**src/rtl/nns_pkg.sv**
```systemverilog
// ----------------------------------------------------------------------------
// Nearest-neighbor scaler package
// Beat types, configuration register indexes and shared helpers for the
// RGB565 nearest-neighbor frame scaler.
// ----------------------------------------------------------------------------
package nns_pkg;

  // Every dimension register is 10 bits wide.
  localparam int unsigned DIM_W     = 10;
  localparam int unsigned CFG_IDX_W = 2;
  localparam int unsigned CNT_W     = 4;

  // The quotient of a scaled coordinate fits in DIM_W bits, so the divider
  // needs one step per quotient bit.
  localparam int unsigned DIV_STEPS = DIM_W;

  localparam logic [DIM_W-1:0] DIM_RESET = 10'd240;

  localparam logic [CFG_IDX_W-1:0] CFG_SRC_WIDTH  = 2'd0;
  localparam logic [CFG_IDX_W-1:0] CFG_SRC_HEIGHT = 2'd1;
  localparam logic [CFG_IDX_W-1:0] CFG_DST_WIDTH  = 2'd2;
  localparam logic [CFG_IDX_W-1:0] CFG_DST_HEIGHT = 2'd3;

  localparam logic KIND_LOAD    = 1'b0;
  localparam logic KIND_REQUEST = 1'b1;

  typedef struct packed {
    logic       kind;
    logic [7:0] red;
    logic [7:0] green;
    logic [7:0] blue;
  } in_beat_t;

  typedef struct packed {
    logic [15:0] pixel_565;
    logic        last_pixel;
  } out_beat_t;

  typedef struct packed {
    logic wr_pix;    // store the accepted source pixel
    logic start;     // latch the coordinates of a destination request
    logic mul;       // scale coordinates and load the dividers
    logic div_step;  // one restoring division step on both lanes
    logic addr;      // form the frame store read address
    logic read;      // read the frame store
    logic load_out;  // move the packed pixel into the output register
  } nns_cmd_t;

  typedef struct packed {
    logic div_last;  // the current division step is the final one
  } nns_status_t;

  function automatic logic [15:0] pack_565(input logic [23:0] rgb);
    return {rgb[23:19], rgb[15:10], rgb[7:3]};
  endfunction

endpackage

```
**src/rtl/nns_ctrl.sv**
```systemverilog
// ----------------------------------------------------------------------------
// Nearest-neighbor scaler controller
// Sequences a destination request through scaling, division, address
// generation and the frame store read, and owns the output valid flag.
// ----------------------------------------------------------------------------
module nns_ctrl (
  input  logic                clk_i,
  input  logic                rst_ni,
  input  logic                in_valid_i,
  input  logic                in_kind_i,
  output logic                in_ready_o,
  input  logic                out_ready_i,
  output logic                out_valid_o,
  input  nns_pkg::nns_status_t status_i,
  output nns_pkg::nns_cmd_t   cmd_o
);
  import nns_pkg::*;

  typedef enum logic [2:0] {
    ST_IDLE,
    ST_MUL,
    ST_DIV,
    ST_ADDR,
    ST_READ,
    ST_DONE
  } state_e;

  state_e state_q, state_d;
  logic   out_valid_q, out_valid_d;
  logic   accept;

  assign in_ready_o  = (state_q == ST_IDLE);
  assign out_valid_o = out_valid_q;
  assign accept      = in_valid_i && (state_q == ST_IDLE);

  always_comb begin
    cmd_o          = '0;
    cmd_o.wr_pix   = accept && (in_kind_i == KIND_LOAD);
    cmd_o.start    = accept && (in_kind_i == KIND_REQUEST);
    cmd_o.mul      = (state_q == ST_MUL);
    cmd_o.div_step = (state_q == ST_DIV);
    cmd_o.addr     = (state_q == ST_ADDR);
    cmd_o.read     = (state_q == ST_READ);
    // The finished pixel waits here until the output register is free.
    cmd_o.load_out = (state_q == ST_DONE) && (!out_valid_q || out_ready_i);
  end

  always_comb begin
    state_d = state_q;
    case (state_q)
      ST_IDLE: begin
        if (cmd_o.start) begin
          state_d = ST_MUL;
        end
      end
      ST_MUL:  state_d = ST_DIV;
      ST_DIV: begin
        if (status_i.div_last) begin
          state_d = ST_ADDR;
        end
      end
      ST_ADDR: state_d = ST_READ;
      ST_READ: state_d = ST_DONE;
      ST_DONE: begin
        if (cmd_o.load_out) begin
          state_d = ST_IDLE;
        end
      end
      default: state_d = ST_IDLE;
    endcase
  end

  always_comb begin
    out_valid_d = out_valid_q;
    if (cmd_o.load_out) begin
      out_valid_d = 1'b1;
    end else if (out_ready_i) begin
      out_valid_d = 1'b0;
    end
  end

  always_ff @(posedge clk_i or negedge rst_ni) begin
    if (!rst_ni) begin
      state_q     <= ST_IDLE;
      out_valid_q <= 1'b0;
    end else begin
      state_q     <= state_d;
      out_valid_q <= out_valid_d;
    end
  end

endmodule

```
**config.mk**
```make
export PLATFORM = sky130hd
export DESIGN_NAME = nns_ctrl
export DESIGN_NICKNAME = d
export VERILOG_FILES = /design/src/rtl/nns_pkg.sv /design/src/rtl/nns_ctrl.sv
export SDC_FILE = /design/constraint.sdc
export NUM_CORES = 1
export LEC_CHECK = 0
export BUFFER_PORTS_ARGS = -buffer_cell sky130_fd_sc_hd__buf_2
export CAP_MARGIN = 20
export CELL_PAD_IN_SITES_DETAIL_PLACEMENT = 1
export CELL_PAD_IN_SITES_GLOBAL_PLACEMENT = 1
export CORE_AREA = 2 2 39 41
export DETAILED_ROUTE_END_ITERATION = 16
export DIE_AREA = 0 0 41 43
export PLACE_DENSITY_LB_ADDON = 0.1
export SLEW_MARGIN = 5
export SYNTH_ARGS = -nofsm -noshare
export SYNTH_HDL_FRONTEND = slang
export SYNTH_SLANG_ARGS = --single-unit
```
**constraint.sdc**
```tcl
create_clock -name clk_i -period 2.35 [get_ports clk_i]
set_clock_uncertainty 0.05 [all_clocks]
set_input_delay 0.3525 -clock clk_i [delete_from_list [all_inputs] [get_ports clk_i]]
set_output_delay 0.3525 -clock clk_i [all_outputs]
set_load 0.03 [all_outputs]
```
==> key figures, run 1 <==
Run status
  – Status: finished clean

Routing
  – Residual DRC: 0
  – Via count: 248
  – WL met3: between 50 and 60 µm
  – Top Metal Used: met3
  – Wire per inst: ~11 µm
  – Metal2 WL: ~320 µm
  – Wl on met1: 245 µm
  – Post-DRT Antenna Nets: 0
  – Drt first pass iters: 1
  – Iteration-0 DRC Markers: 0
  – Post-DR vias/cell: approximately 4.2
  – Final WL: 620 µm

Clocking
  – Cts repair resizes: 0
  – CTS max path bufs: 2
  – Clock Tree Root: clkbuf_4
  – Clock sinks: 4
  – Clk pin slew, worst setup/hold paths: 40 ps
  – Worst skew pair latency: 230 ps
  – CTS tree: yes
  – CTS buffer count: 3
  – # H-tree levels: 1

STA
  – Slew HR: 0.762
  – Slew Viols, Final: 0
  – Final worst-path cycle share: 0.767
  – Final setup viols: 0
  – Worst-Margin Slew: 357 ps
  – Maximum clock rate: 555 MHz
  – RSZ-0062 raised after global routing: false
  – Hold Vio Cnt, Final: 0
  – Period minus WS final: 1800 ps
  – Total negative slack: 0 ps

Cells and area
  – Nets: 51
  – Multi-input logic area: 113 µm²
  – FF+latch area: 100 µm²
  – Ant. Diodes: 0
  – Area Overhead vs Synth: 51.4%
  – Fill cells: 171
  – Share of layout cells above drive strength 1: 0.419

Die
  – Die Span X: 41 µm
  – # IOs: 15
  – Initial Util: 0.162
  – Row Count: 14
  – Die ar.: roughly 1800 µm²
  – Die height: 43 µm
  – Core footprint: around 1400 µm²

Pwr
  – Pleak: 0.182 nW
  – Power Density: 1500 nW/µm²
  – VDD IR max: 0.383 mV
  – Overall power: a little over 0.5 mW

Critical path
  – Critical Path RT: 1950 ps
  – Max FO, Critical Path: 7
  – CP Launch Type: flop
  – Setup Crit Path Kind: reg2out
  – Endpoint class of the critical path: primary output
  – Critical path arrival: about 1400 ps

Placement
  – Post-DP HPWL: 526 µm
  – Routability congestion estimate: 0.648
  – Buffers added on ports: 14

Synthesis
  – Post-synth EDFFs: 0
  – Count leader, synth: dfrtp_1
  – Unique masters post-synth: 15
  – Area leader, netlist: dfrtp_1
  – Area share of the largest cell type after synthesis: 0.447
  – Cell count after synthesis: 26
  – Main flop type after synthesis: dfrtp_1
  – Commonest cells post-synth: dfrtp_1 (4), nand2_1 (3), nor2_1 (3)
  – Post-synth ARST share: 1.00
  – Register bit total from synthesis: 4
  – Synth top area cells: dfrtp_1 (45%), nand2b_1 (5.6%), nor3b_2 (5.6%), or2_1 (5.6%), nand2_1 (5.0%)
  – Synth Cell Area: 224 µm²
  – Syn nets: 32
  – Sequential fraction of the synthesis area: 0.447
  – Yosys warns: 0
  – Mapped Avg Cell Area: 8.61 µm²

Global routing
  – Remaining Overflow, GRT: 0
  – Largest net degree at the start of global routing: 8
  – All-Layer GR Usage: 0.0797
  – First-pass GRT wire length: 883 µm
  – Vias in the first global route: between 200 and 250
  – Initial antenna violation count: 0

Worst hold path
  – Hold crit path type: in2reg

Flow run
  – Max-cap viol count: 0
[layout make-up]
class | instances | share of cell area
flip-flops and latches | 4 | 0.295
repair buffers | 15 | 0.236
inverters | 1 | 0.0111
well taps | 16 | 0.0590
clock buffers | 3 | 0.0664
multi-input cells | 20 | 0.332
[report_power, final]
part | internal [mW] | switching (mW)
sequential | 0.0977 | 0.0399
clock | 0.0569 | 0.0248
combinational | 0.0926 | 0.197
total | 0.247 | 0.262
[layout by cell type, fill, tap and decap left out, types with 2 or more instances in the layout]
cell,instances
buf_2,14
dfrtp_1,4
nor2_1,3
nand2_1,3
clkbuf_4,3
nor3_1,2
nand2b_1,2
or2_1,2
a21oi_1,2
[per-stage QoR]
step                      setup slack, ps  instances  utilization  instance area [µm²]  hold WS, ps
final                                 548         59        0.245                  339          323
after global routing                  449         59        0.245                  339          320
after CTS                             526         59        0.245                  339          314
after detailed placement              783         55        0.222                  307          107
after global placement                876         55        0.222                  307          111
after floorplan                       192         26            -                  224         6.91
[path summary, 6_finish.rpt]
kind	slack, ps	cells after the start	start	end
min in group asynchronous	400	2	rst_ni	out_valid_o$_DFFE_PN0P_
setup reg to reg	1200	3	state_q[0]$_DFFE_PN0P_	state_q[0]$_DFFE_PN0P_
setup / recovery	550	3	state_q[0]$_DFFE_PN0P_	cmd_o[5]
max in group asynchronous	1740	2	rst_ni	state_q[2]$_DFFE_PN0P_
hold / removal	320	3	status_i	state_q[0]$_DFFE_PN0P_
hold reg to reg	540	2	out_valid_o$_DFFE_PN0P_	out_valid_o$_DFFE_PN0P_
[registers in the layout (all words and copies together), names as in the netlist]
register,flops
out_valid_o,1
state_q,3
[routing by layer]
layer	GRT usage	vias up
met4	0.100	0
met5	0	-
li1	-	122
met2	0.109	9
met1	0.0850	117
met3	0.0157	0
[kinds of logic (layout without fill, tap and decap cells)]
kind of cell    Yosys count  in the layout  share of synthesized area
flops                     4              4                      0.447
simple gates             16             16                      0.402
compound gates            4              4                      0.101
buf+inv                   2             19                     0.0503
[timing repair]
item                      CTS  global route
buffers inserted            0             0
hold endpoints to repair    4             0
hold buffers                1             0
[worst max-delay path, stage by stage, from the launching register on]
cell and delay [ps]:
dfrtp_1 440, nor3_1 340, and3_1 200, buf_2 190
Note: power is estimated with default switching activity, not from simulation.
==> run 2: changes to the inputs <==
Clock period 2.35 ns to 1.7 ns, I/O delays scaled along.
==> run 2 against run 1 <==
Critical path type unchanged. Non-clock buffer count stayed put. Final cell count stayed put. Largest power group unchanged. Die area stayed put. Cell area is 3.3% higher. Core utilization is 0.81 points higher.
==> key figures, run 2 (synthesized netlist as in run 1, its figures left out) <==
Clocking
  – CTS tree: yes
  – Cts repair resizes: 0
  – CTS max path bufs: 2
  – # H-tree levels: 1
  – Clock sinks: 4
  – Worst skew pair latency: ~230 ps
  – Clock Tree Root: clkbuf_4
  – Clk pin slew, worst setup/hold paths: 30 ps
  – CTS buffer count: 3
  – Post-CTS setup buffer count: 0
  – Hold_buf cts: 1

Flow run
  – Max-cap viol count: 0

Routing
  – Drt first pass iters: 2
  – Iteration-0 DRC Markers: 2
  – Via count: about 240
  – Post-DR vias/cell: 4.10
  – Post-DRT Antenna Nets: 0
  – Final WL: 642 µm
  – Residual DRC: 0
  – Wire per inst: ~11 µm

Die
  – Die ar.: approximately 1800 µm²
  – # IOs: 15
  – Core footprint: 1380 µm²
  – Row Count: 14
  – Initial Util: 0.162
  – Die Span X: 41 µm
  – Die height: 43 µm

Cells and area
  – Area Overhead vs Synth: 56.4%
  – Commonest non-fill, non-tap cell in the layout: buf_2
  – Fill cells: 172
  – Final Util: 0.253
  – Multi-input logic area: between 100 and 150 µm²
  – Most frequent cells in the layout: buf_2 (14), dfrtp_1 (4), nor2_1 (3), nand2_1 (3), clkbuf_4 (3)
  – FF+latch area: 100 µm²
  – Ant. Diodes: 0
  – Biggest register: state_q
  – Nets: 51
  – Max reg flops: 3
  – Share of layout cells above drive strength 1: 0.442

STA
  – Fin Hold WS: approximately 230 ps
  – Final WS setup: around 120 ps
  – Final setup viols: 0
  – Worst-Margin Slew: around 280 ps
  – Maximum clock rate: 631 MHz
  – Final worst-path cycle share: 0.932
  – Slew HR: 0.810
  – Slew Viols, Final: 0
  – Period minus WS final: 1580 ps
  – RSZ-0062 raised after global routing: false
  – Hold Vio Cnt, Final: 0
  – Total negative slack: 0 ps

Placement
  – Pre-CTS WS: 344 ps
  – Buffers added on ports: 14
  – Post-DP HPWL: 526 µm
  – Routability congestion estimate: between 0.7 and 0.8

Pwr
  – VDD IR max: 0.764 mV
  – Power Density: 2090 nW/µm²
  – Pleak: 0.185 nW

Global routing
  – All-Layer GR Usage: 0.0906
  – First-pass GRT wire length: 1060 µm
  – Remaining Overflow, GRT: 0
  – Vias in the first global route: 257
  – Largest net degree at the start of global routing: 8
  – Initial antenna violation count: 0

Critical path
  – Critical Path RT: 1390 ps
  – Crit path cell chain: inv_1 -> nor3_1 -> buf_2
  – Delay of the slowest cell on the worst path: around 470 ps
  – Max FO, Critical Path: 7
  – Setup Crit Path Kind: reg2out
  – Endpoint class of the critical path: primary output
  – Critical R2R Launch: state_q[0]$_DFFE_PN0P_
  – CP Launch Type: flop
  – CP max-delay cell: dfrtp_1
  – Worst reg2reg setup slack: approximately 580 ps
  – Crit. Startpoint: state_q[0]$_DFFE_PN0P_
  – Critical path arrival: roughly 1300 ps

Run status
  – Status: finished clean

Worst hold path
  – Hold crit path type: in2reg
  – Hold Crit Start: status_i
[run 2: cell type report]
| cell class | count | area share |
|---|---|---|
| Inverter | 1 | 0.0107 |
| Clock buffer | 3 | 0.0643 |
| Multi-Input combinational cell | 20 | 0.354 |
| Tap cell | 16 | 0.0571 |
| Sequential cell | 4 | 0.286 |
| Timing Repair Buffer | 15 | 0.229 |
[run 2: path summary, 6_finish.rpt]
path / depth (start not counted) / end
worst max-delay path: 3 / cmd_o[4]
worst min-delay path: 3 / state_q[0]$_DFFE_PN0P_
worst max register to register: 3 / state_q[0]$_DFFE_PN0P_
worst min register to register: 2 / out_valid_o$_DFFE_PN0P_
max in group asynchronous: 2 / state_q[0]$_DFFE_PN0P_
min in group asynchronous: 2 / state_q[1]$_DFFE_PN0P_
[run 2: through the flow]
stage	instance area, µm²	total power, mW	std cells
2_1_floorplan	235	0.507	26
3_3_place_gp	318	0.621	55
3_5_place_dp	318	0.623	55
4_1_cts	350	0.748	59
5_1_grt	350	0.795	59
6_report	350	0.731	59
[run 2: per-layer routing]
metal,vias to the layer above,GRT usage,part of all wire
met3,0,0.0157,0.044
li1,121,-,-
met2,7,0.128,0.53
met1,114,0.110,0.43
met5,-,0,0
met4,0,0.0800,0
[run 2: critical path: cells and delay by family, from the launching register on]
family                 cells  cell delay (ps)
buffers and inverters      2              360
flip-flops                 1              470
AND/OR/NAND/NOR            1              220
[run 2: power breakdown]
part | total, mW | internal, mW | switching [mW]
clock | 0.115 | 0.0788 | 0.0362
combinational | 0.410 | 0.143 | 0.267
sequential | 0.206 | 0.135 | 0.0712
==> run 3: changes to the inputs <==
--- a/config.mk
+++ b/config.mk
@@ -14,3 +14,3 @@
 export DIE_AREA = 0 0 41 43
-export PLACE_DENSITY_LB_ADDON = 0.1
+export PLACE_DENSITY = 0.57
 export SLEW_MARGIN = 5
==> constraint.sdc (replaced) <==
create_clock -name clk_i -period 1.7 [get_ports clk_i]
set_clock_uncertainty 0.05 [all_clocks]
set_input_delay 0.34 -clock clk_i [delete_from_list [all_inputs] [get_ports clk_i]]
set_output_delay 0.34 -clock clk_i [all_outputs]
set_load 0.03 [all_outputs]
==> run 3 against run 2 <==
Final cell count rose by 1.7%. Core utilization rose by 2.0 points. Register-to-register slack barely moved. Cell area rose by 7.9%. Wire length fell by 1.1%. Global-route usage fell by 0.42 points. Largest power group unchanged.
==> key figures, run 3 (synthesized netlist as in run 1, its figures left out) <==
Run status
  – Status: finished clean

Cells and area
  – Commonest non-fill, non-tap cell in the layout: buf_2
  – Most frequent cells in the layout: buf_2 (11), clkbuf_4 (4), nand2_1 (3), buf_4 (3)
  – Finished Layout Cells: 60
  – Nets: 52
  – Area Overhead vs Synth: 68.7%
  – Ant. Diodes: 0
  – Max reg flops: 3
  – Share of layout cells above drive strength 1: 0.568
  – Final Util: 0.273
  – Biggest register: state_q

STA
  – Slew Viols, Final: 0
  – Worst-Margin Slew: 299 ps
  – Final setup viols: 0
  – RSZ-0062 raised after global routing: true
  – Final worst-path cycle share: 0.963
  – Maximum clock rate: 611 MHz
  – Hold Vio Cnt, Final: 0
  – Slew HR: 0.801
  – Period minus WS final: around 1600 ps

Pwr
  – Combinational power share: 0.571
  – Internal power: 0.393 mW
  – Switching power: 0.391 mW
  – Overall power: 0.784 mW
  – Power Density: 2070 nW/µm²
  – Switching power share of the total: 0.499
  – Pleak: 0.191 nW
  – Clock network power share: 0.153
  – Register share of total power: 0.276
  – VDD IR max: 0.589 mV

Die
  – Die ar.: 1760 µm²
  – Initial Util: 0.162
  – # IOs: 15
  – Row Count: 14
  – Core footprint: ~1400 µm²
  – Die height: 43 µm
  – Die Span X: slightly above 40 µm

Critical path
  – CP Launch Type: flop
  – Setup Crit Path Kind: reg2out
  – Critical path arrival: 1250 ps
  – Crit path cell chain: inv_1 -> nor3_1 -> buf_2
  – Crit. Startpoint: state_q[0]$_DFFE_PN0P_
  – Levels on crit path: 3
  – Delay of the slowest cell on the worst path: ~430 ps
  – Worst r2r dst: state_q[0]$_DFFE_PN0P_
  – Crit path to: cmd_o[4]
  – Worst reg2reg setup slack: ~580 ps
  – Largest delay contributor family on the critical path: flip-flops
  – Critical Path RT: 1310 ps
  – Buf/Inv on CP: 2
  – CP max-delay cell: dfrtp_2
  – Max FO, Critical Path: 6
  – Endpoint class of the critical path: primary output
  – Critical R2R Launch: state_q[2]$_DFFE_PN0P_
  – R2R depth: 3

Routing
  – Residual DRC: 0
  – Post-DRT Antenna Nets: 0
  – Final WL: 635 µm
  – Via count: 260
  – Wire per inst: around 11 µm
  – Post-DR vias/cell: 4.33
  – Iteration-0 DRC Markers: 3
  – Drt first pass iters: 4

Clocking
  – # H-tree levels: 1
  – CTS buffer count: 3
  – Clock Tree Root: clkbuf_4
  – Worst skew pair latency: 240 ps
  – Clk pin slew, worst setup/hold paths: approximately 40 ps
  – CTS max path bufs: 2
  – CTS tree: yes
  – Clock sinks: 4

Placement
  – Post-DP HPWL: between 400 and 500 µm
  – Post-placement cell count: 55
  – Buffers added on ports: 14
  – Routability congestion estimate: 0.677

Global routing
  – Remaining Overflow, GRT: 0
  – Largest net degree at the start of global routing: 8
  – Initial antenna violation count: 0
  – All-Layer GR Usage: 0.0864
  – Vias in the first global route: 252
  – First-pass GRT wire length: 959 µm

Worst hold path
  – Hold crit path type: in2reg

Flow run
  – Max-cap viol count: 0
run 3: changes by cell type in the layout (fill, tap and decap cells not counted), moves of 2 or more:
cell,before,now
dfrtp_2,0,2
buf_4,0,3
buf_2,14,11
dfrtp_1,4,2
run 3: routing by layer:
layer / global-route usage / vias to the layer above / wire length [µm]
li1: - / 125 / -
met1: 0.106 / 124 / 309
met2: 0.109 / 11 / 283
met3: 0.0628 / 0 / 41
met4: 0.0400 / 0 / 0
met5: 0 / - / 0
run 3: worst register-to-register path, delay by kind of cell, from the launching register on:
kind,cells,cell delay [ps]
AND/OR/NAND/NOR,1,310
flip-flops,1,500
AO/OA/AOI/OAI,2,180
run 3: power by group through the flow:
stage / clock [mW] / combinational, mW / sequential (mW)
after floorplan: 0 / 0.305 / 0.204
after global placement: 0 / 0.415 / 0.208
after detailed placement: 0 / 0.413 / 0.210
after CTS: 0.128 / 0.417 / 0.211
after global routing: 0.136 / 0.486 / 0.225
final: 0.120 / 0.447 / 0.216
run 3: area by class of cell:
cell class / instances / area, µm²
Clock buffer: 3 / 22.5
Fill cell: 176 / 1010
Inverter: 1 / 3.75
Multi-Input combinational cell: 20 / 134
Sequential cell: 4 / 103
Tap cell: 16 / 20.0
Timing Repair Buffer: 16 / 95.1
run 3: worst min-delay path by stage:
stage / depth (start not counted) / slack [ps] / endpoint / startpoint
global placement: 1 / 100 / state_q[1]$_DFFE_PN0P_ / rst_ni
global route: 3 / 310 / state_q[0]$_DFFE_PN0P_ / status_i
finish: 3 / 300 / state_q[0]$_DFFE_PN0P_ / status_i
CTS: 3 / 290 / state_q[0]$_DFFE_PN0P_ / status_i
detailed placement: 1 / 100 / state_q[1]$_DFFE_PN0P_ / rst_ni
floorplan: 0 / -6 / out_valid_o$_DFFE_PN0P_ / rst_ni
run 3: what timing repair did:
| action | in CTS | in global routing |
|---|---|---|
| setup endpoints to repair | 3 | 6 |
| hold buffers | 1 | 0 |
| resized for setup | 1 | 8 |
| endpoints found under the hold margin | 4 | 0 |
| pin swaps | 0 | 1 |
| setup buffers | 0 | 1 |
run 3: through the flow:
| step | TNS [ps] | worst slack (ps) | cell area [µm²] | hold WS (ps) |
|---|---|---|---|---|
| 2_1_floorplan | 0 | 16.7 | 238 | -5.59 |
| 3_3_place_gp | 0 | 250 | 320 | 101 |
| 3_5_place_dp | 0 | 242 | 320 | 102 |
| 4_1_cts | 0 | 1.86 | 354 | 288 |
| 5_1_grt | -47.8 | -37.4 | 378 | 305 |
| 6_report | 0 | 62.7 | 378 | 296 |
